File: src/hdl/pcs_pkg.sv
// ----------------------------------------------------------------------------
// PUCT child select package
// Shared widths, reset constants and the divider's request struct.
// ----------------------------------------------------------------------------
package pcs_pkg;
  localparam int MaxChildrenDef = 512;
  localparam logic [15:0] WeightReset = 16'd4096;
  localparam int DivW = 64;

  typedef struct packed {
    logic            start;
    logic [DivW-1:0] num;
    logic [DivW-1:0] den;
  } div_req_t;
endpackage

File: src/hdl/pcs_divider.sv
// ----------------------------------------------------------------------------
// PUCT child select divider
// Unsigned restoring divider: one quotient bit per cycle, DivW quotient bits a divide.
// ----------------------------------------------------------------------------
module pcs_divider
  import pcs_pkg::*;
(
  input  logic            clk,
  input  logic            rst,
  input  div_req_t        req,
  output logic            done,
  output logic [DivW-1:0] quo
);
  logic [DivW-1:0] rem, num, den;
  logic [6:0]      cnt;
  logic            busy;
  logic [DivW:0]   trial;

  assign trial = {rem, num[DivW-1]} - {1'b0, den};

  always_ff @(posedge clk) begin
    if (rst) begin
      busy <= 1'b0;
      done <= 1'b0;
    end else begin
      done <= 1'b0;
      if (req.start) begin
        busy <= 1'b1;
        rem  <= '0;
        num  <= req.num;
        den  <= req.den;
        cnt  <= 7'(DivW);
      end else if (busy) begin
        num <= {num[DivW-2:0], ~trial[DivW]};
        rem <= trial[DivW] ? {rem[DivW-2:0], num[DivW-1]} : trial[DivW-1:0];
        cnt <= cnt - 7'd1;
        if (cnt == 7'd1) begin
          busy <= 1'b0;
          done <= 1'b1;
        end
      end
    end
  end
  assign quo = num;
endmodule

File: src/hdl/puct_child_select_core.sv
// ----------------------------------------------------------------------------
// PUCT child select core
// Scans a node's children one beat each and reports the best PUCT child.
// ----------------------------------------------------------------------------
// Usage: send one beat per child on the input channel, last_child high on the
// final child. The result channel carries one beat per run, after the last
// child: best_index, found and win_score. The explore_weight register is to
// be written through its own channel only while the block is idle; the
// block does not enforce this. The first beat of a run first runs a 32-step
// square root. Each present child then uses the shared 64-step divider
// twice (q, then u); an absent child skips the divider. The input is not
// ready while a child is worked on. The result sits in an output register;
// a stalled receiver holds the block only once the next run's last beat
// has been worked on. Reset clears the run state and loads explore_weight
// with 1.0.
// ----------------------------------------------------------------------------
module puct_child_select_core
  import pcs_pkg::*;
#(
  parameter int MAX_CHILDREN = MaxChildrenDef
) (
  input  logic               clk,
  input  logic               rst,
  input  logic               cfg_valid,
  output logic               cfg_ready,
  input  logic [15:0]        cfg_data,
  input  logic               in_valid,
  output logic               in_ready,
  input  logic [19:0]        parent_visits,
  input  logic [15:0]        parent_pending,
  input  logic               child_present,
  input  logic [19:0]        child_visits,
  input  logic [15:0]        child_pending,
  input  logic signed [36:0] child_value_sum,
  input  logic [15:0]        child_prior,
  input  logic               last_child,
  output logic               out_valid,
  input  logic               out_ready,
  output logic [8:0]         best_index,
  output logic               found,
  output logic signed [31:0] win_score
);
  localparam int CW = $clog2(MAX_CHILDREN + 1);

  typedef enum logic [6:0] {
    S_IDLE = 7'b0000001, S_SQRT = 7'b0000010, S_QDIV = 7'b0000100,
    S_UDIV = 7'b0001000, S_CMP  = 7'b0010000, S_OUT  = 7'b0100000,
    S_MUL  = 7'b1000000
  } state_t;

  state_t state;
  logic [15:0] weight;
  logic [25:0] sqrt_parent;
  logic signed [31:0] best_value;
  logic [CW-1:0] best_slot, slot_counter;
  logic have_best, last_q, present_q, neg_q, dstart;
  logic [20:0] total;
  logic signed [37:0] numer;
  logic [15:0] prior_q;
  logic signed [64:0] qval;
  logic [63:0] prod;
  logic [63:0] sq_x, sq_r, sq_b;
  logic [4:0] sq_cnt;
  logic [DivW-1:0] dnum, dden, quo;
  logic ddone;
  logic signed [65:0] sum;
  logic signed [31:0] score;
  div_req_t req;

  assign cfg_ready = 1'b1;
  assign in_ready  = (state == S_IDLE);

  assign req.start = dstart;
  assign req.num   = dnum;
  assign req.den   = dden;
  pcs_divider u_div (.clk(clk), .rst(rst), .req(req), .done(ddone), .quo(quo));

  assign sum = 66'(qval) + $signed({2'b0, quo});
  assign score = (sum > 66'sd2147483647) ? 32'sh7fffffff :
                 (sum < -66'sd2147483648) ? 32'sh80000000 : sum[31:0];

  always_ff @(posedge clk) begin
    if (rst) begin
      state <= S_IDLE;
      weight <= WeightReset;
      sqrt_parent <= '0;
      best_value <= '0;
      best_slot <= '0;
      have_best <= 1'b0;
      slot_counter <= '0;
      out_valid <= 1'b0;
      dstart <= 1'b0;
    end else begin
      dstart <= 1'b0;
      if (cfg_valid && cfg_ready) weight <= cfg_data;
      if (out_valid && out_ready) out_valid <= 1'b0;
      unique case (state)
        S_IDLE: if (in_valid && in_ready) begin
          last_q    <= last_child;
          present_q <= child_present && (32'(slot_counter) < MAX_CHILDREN);
          total     <= 21'(child_visits) + 21'(child_pending);
          numer     <= 38'(child_value_sum) + $signed({6'b0, child_pending, 16'b0});
          prior_q   <= child_prior;
          if (slot_counter == '0) begin
            sq_x   <= 64'(21'(parent_visits) + 21'(parent_pending)) << 30;
            sq_r   <= '0;
            sq_b   <= 64'd1 << 62;
            sq_cnt <= 5'd31;
            state  <= S_SQRT;
          end else begin
            state <= S_MUL;
          end
        end
        S_SQRT: begin
          if (sq_x >= sq_r + sq_b) begin
            sq_x <= sq_x - (sq_r + sq_b);
            sq_r <= (sq_r >> 1) + sq_b;
          end else begin
            sq_r <= sq_r >> 1;
          end
          sq_b <= sq_b >> 2;
          sq_cnt <= sq_cnt - 5'd1;
          if (sq_cnt == 5'd0) state <= S_MUL;
          if (sq_cnt == 5'd0) sqrt_parent <= 26'((sq_x >= sq_r + sq_b) ?
              (sq_r >> 1) + sq_b : sq_r >> 1);
        end
        S_MUL: begin
          prod <= 64'(32'(weight) * 32'(prior_q));
          if (!present_q) state <= S_CMP;
          else begin
            neg_q  <= numer[37];
            dnum   <= 64'(numer[37] ? -numer : numer);
            dden   <= (total == '0) ? 64'd1 : 64'(total);
            dstart <= 1'b1;
            state  <= S_QDIV;
          end
        end
        S_QDIV: if (ddone) begin
          qval   <= (total == '0) ? 65'sd0 :
                    neg_q ? $signed({1'b0, quo}) : -$signed({1'b0, quo});
          dnum   <= 64'(prod[31:0]) * 64'(sqrt_parent);
          dden   <= 64'(total + 21'd1) << 27;
          dstart <= 1'b1;
          state  <= S_UDIV;
        end
        S_UDIV: if (ddone) begin
          if (!have_best || score > best_value) begin
            best_value <= score;
            best_slot  <= slot_counter;
            have_best  <= 1'b1;
          end
          state <= S_CMP;
        end
        S_CMP: begin
          if (last_q) state <= S_OUT;
          else begin
            if (32'(slot_counter) < MAX_CHILDREN) slot_counter <= slot_counter + 1'b1;
            state <= S_IDLE;
          end
        end
        S_OUT: if (!out_valid) begin
          out_valid  <= 1'b1;
          best_index <= have_best ? 9'(best_slot) : 9'd0;
          found      <= have_best;
          win_score  <= have_best ? best_value : 32'sd0;
          sqrt_parent <= '0;
          best_value <= '0;
          best_slot <= '0;
          have_best <= 1'b0;
          slot_counter <= '0;
          state <= S_IDLE;
        end
        default: state <= S_IDLE;
      endcase
    end
  end

  a_one_hot: assert property (@(posedge clk) disable iff (rst) $onehot(state))
    else $error("state not one-hot");
  a_no_take_busy: assert property (@(posedge clk) disable iff (rst)
    (state != S_IDLE) |-> !in_ready) else $error("ready while busy");
  a_found_score: assert property (@(posedge clk) disable iff (rst)
    (out_valid && !found) |-> (win_score == 32'sd0 && best_index == 9'd0))
    else $error("empty result not zero");
endmodule
File: config.mk
export PLATFORM = sky130hd
export DESIGN_NAME = puct_child_select_core
export DESIGN_NICKNAME = d
export VERILOG_FILES = /design/src/hdl/pcs_pkg.sv /design/src/hdl/pcs_divider.sv /design/src/hdl/puct_child_select_core.sv
export SDC_FILE = /design/constraint.sdc
export NUM_CORES = 2
export LEC_CHECK = 0
export ABC_CLOCK_PERIOD_IN_PS = 11700
export BUFFER_PORTS_ARGS = -buffer_cell sky130_fd_sc_hd__buf_2
export CAP_MARGIN = 40
export CELL_PAD_IN_SITES_DETAIL_PLACEMENT = 1
export CELL_PAD_IN_SITES_GLOBAL_PLACEMENT = 1
export CORE_AREA = 8 8 438 440
export CTS_CLUSTER_DIAMETER = 60
export DETAILED_ROUTE_END_ITERATION = 7
export DIE_AREA = 0 0 446 448
export PLACE_DENSITY_LB_ADDON = 0.1
export SYNTH_ARGS = -nofsm -noshare
export SYNTH_HDL_FRONTEND = slang
export SYNTH_SLANG_ARGS = --single-unit
File: constraint.sdc
create_clock -name clk -period 11.7 [get_ports clk]
set_clock_uncertainty 0.05 [all_clocks]
set_input_delay 2.925 -clock clk [delete_from_list [all_inputs] [get_ports clk]]
set_output_delay 2.925 -clock clk [all_outputs]
set_load 0.02 [all_outputs]
==> results by group <==
Clocking
  • Bufs on Longest Clock Path: 3
  • Setup repair bufs after CTS: 0
  • Sink Count: 772
  • CTS Buf Count: 113
  • Clock insertion delay at the later pin of the skew report: 0.79 ns
  • H-Tree Depth: 3
  • CTS tree: yes
  • CTS-repair resized insts: 0
  • CTS Hold Bufs: 0
  • CTS clk-pin slew, worst paths: 0.06 ns
  • Root Driver: clkbuf_16

Drt
  • Post-detailed-route wirelength per cell: 21.9 um
  • Iter 0 DRT Violations: 3602
  • DR vias/cell: 5.57
  • Final ANT Viol Nets: 0
  • Top Layer Used: met5
  • Vias: 64100
  • Final wirelength: 251 mm
  • Detailed Routing Iterations Pass 1: 8
  • Drt drc: 0
  • Metal3 WL: 9.79 mm
  • Met2 WL: 124 mm
  • M1 WL: 110 mm

Critical path
  • Slowest cell on crit path: dfxtp_1
  • Origin of the critical flop-to-flop path: sqrt_parent[8]
  • Reg2Reg Capture Point: dnum[54]
  • Crit-path max FO: 20
  • CP Capture Type: register
  • Crit start category: register
  • CP most frequent cell: fa_1
  • Internal reg-to-reg setup slack: 3.13 ns
  • WS Path Type: reg -> reg
  • Crit-path max cell delay: 0.80 ns
  • Arrival @ worst endpoint: 9.03 ns
  • Depth of the worst register-to-register path: 26
  • Worst endpoint required time: 12.16 ns

Logic synthesis
  • Yosys cell types: 81
  • Cells after Synth: 8871
  • Flops & latches, synth: 772
  • Syn Std Cell Area: 82800 um^2
  • Seq/Total Area, Yosys: 26.7%
  • Syn_area_per_cell: 9.33 um^2
  • EDFF count, synth: 667
  • Syn. warnings: 0
  • Ys async rst share: 0%
  • Ys flop type: edfxtp_1

Timing
  • Worst Tran Pin Value: 0.878 ns
  • Fin. Hold Viols: 0
  • Fmax: 117 MHz
  • Final period util: 73.2%
  • Slew Limit Headroom: 41.4%
  • Min Hold Slack: 0.365 ns
  • Max Slew Vio Count: 0
  • Final setup violation count: 0
  • Post-route minimum period: 8.57 ns
  • RSZ-0062 raised after global routing: no
  • Fin worst setup slack: 3.13 ns
  • Final setup TNS: 0 ns

Layout
  • Final #Nets: 10600
  • Post-route cell area: 90500 um^2
  • Share of cells above drive strength 1: 6.96%
  • Commonest non-fill, non-tap cell in the layout: nand2_1
  • Final cell count without fillers: 11500
  • Most frequent cells in the layout: nand2_1 (1171), inv_1 (1169), fa_1 (918)
  • Area grow syn2layout: 9.25%
  • Fillers: 21100
  • Final Util: 49.0%

Global route
  • Vias in the first global route: 71100
  • Largest net degree at the start of global routing: 81
  • Remaining Overflow, GRT: 0
  • First-pass GRT wire length: 402 mm
  • GRT Total Usage: 25.1%
  • Initial antenna violation count: 10

Power
  • Final Power: 10.9 mW
  • Peak supply drop: 130 uV
  • Power Density: 121 nW/um^2
  • Pleak: 40.2 nW

Hold path
  • Hold Crit Endpoint: u_div.den[31]
  • Hold Crit Start: dden[31]
  • Hold WC Path Type: reg -> reg
  • Hold depth: 0

Placement
  • GPL Wtd Cong: 0.917
  • Placed Instances: 11300
  • Pre-CTS setup slack: 3.21 ns
  • Placed cell area: 86600 um^2
  • PortBufs: 191
  • Post-DP HPWL: 193 mm

Floorplan
  • Height of the chip: 448 um
  • Die ar.: 200000 um^2
  • Standard-cell rows: 158
  • IO Pins: 193
  • Starting utilization of the core area: 44.8%
  • Die W: 446 um
  • Core Box Area: 185000 um^2

Status
  • Status: completed

Flow run
  • Max-cap violation count: 0
## area by class of cell
class	count	area [um^2]	share of cell area [%]
diodes	1	2.50	0.00277
clock buffers	144	3070	3.39
clock inverters	69	813	0.899
inverters	1171	4400	4.86
multi-input cells	6563	55000	60.8
flip-flops and latches	772	22200	24.5
well taps	2480	3100	3.43
repair buffers	309	1950	2.16
## registers in the layout, indices dropped and copies added (netlist names), 10 cells and up
signal        flops
dden             43
total            21
best_value       32
qval             65
sq_r             64
u_div.quo        64
weight           16
numer            38
sq_x             64
slot_counter     10
prod             32
u_div.rem        64
sq_b             32
prior_q          16
win_score        32
dnum             64
sqrt_parent      26
u_div.den        43
## worst max-delay path by stage
stage,from,end,slack [ns],cells past startpoint
final,sqrt_parent[8],dnum[54],3.13,26
after global routing,u_div.quo[0],best_value[25],2.77,36
after CTS,sqrt_parent[8],dnum[54],3.25,26
after detailed placement,sqrt_parent[8],dnum[54],3.21,26
after global placement,sqrt_parent[8],dnum[54],3.42,26
after floorplan,rst,sq_x[0],1.18,4
## logic make-up (layout without fill, tap and decap cells)
| family | Yosys count | in the layout | share of synthesized area (%) |
|---|---|---|---|
| and+or+nand+nor | 2937 | 2937 | 16.8 |
| adders and majority gates | 1545 | 1545 | 31.7 |
| buffers and inverters | 1541 | 1693 | 7.03 |
| AOI/OAI and AO/OA | 1480 | 1480 | 11.3 |
| DFF | 772 | 772 | 26.7 |
| xor gates and xnor gates | 503 | 503 | 5.32 |
| muxes | 91 | 91 | 1.18 |
| other | 2 | 8 | 0.00907 |
## worst max-delay path: cells and delay by family (launching register included)
family,cells,cell delay [ns]
compound gates,6,2.24
xor+xnor,1,0.14
fa+ha+maj,8,3.91
buf+inv,6,0.69
flops,1,0.80
simple gates,5,0.51
## report_power, final
part / total [mW] / internal (mW) / switching (mW)
clock: 3.53 / 2.07 / 1.46
combinational: 4.04 / 1.59 / 2.45
sequential: 3.36 / 3.19 / 0.169
## synthesized netlist by cell type (all sizes together) (56+ instances only)
master | count | share of area [%]
nand2 | 1171 | 5.3
nand4 | 75 | 0.57
or3 | 64 | 0.48
xnor2 | 305 | 3.2
nand2b | 57 | 0.43
a21oi | 456 | 2.8
and3 | 57 | 0.43
mux2 | 56 | 0.76
edfxtp | 667 | 24
fa | 918 | 22
dfxtp | 105 | 2.5
nand3 | 109 | 0.66
clkbuf | 335 | 1.5
ha | 627 | 9.5
nor3 | 100 | 0.61
nor2b | 61 | 0.46
xor2 | 198 | 2.1
and2 | 515 | 3.9
o21ai | 341 | 2.1
a21o | 171 | 1.6
a31oi | 81 | 0.61
nor2 | 588 | 2.7
a211oi | 60 | 0.54
inv | 1171 | 5.3
## metal layers
layer / global-route usage, % / up-vias
li1: - / 29600
met1: 32.4 / 32900
met2: 44.4 / 1227
met3: 3.19 / 392
met4: 7.20 / 2
met5: 0 / -
No activity file was read; power rests on OpenSTA's default activity.
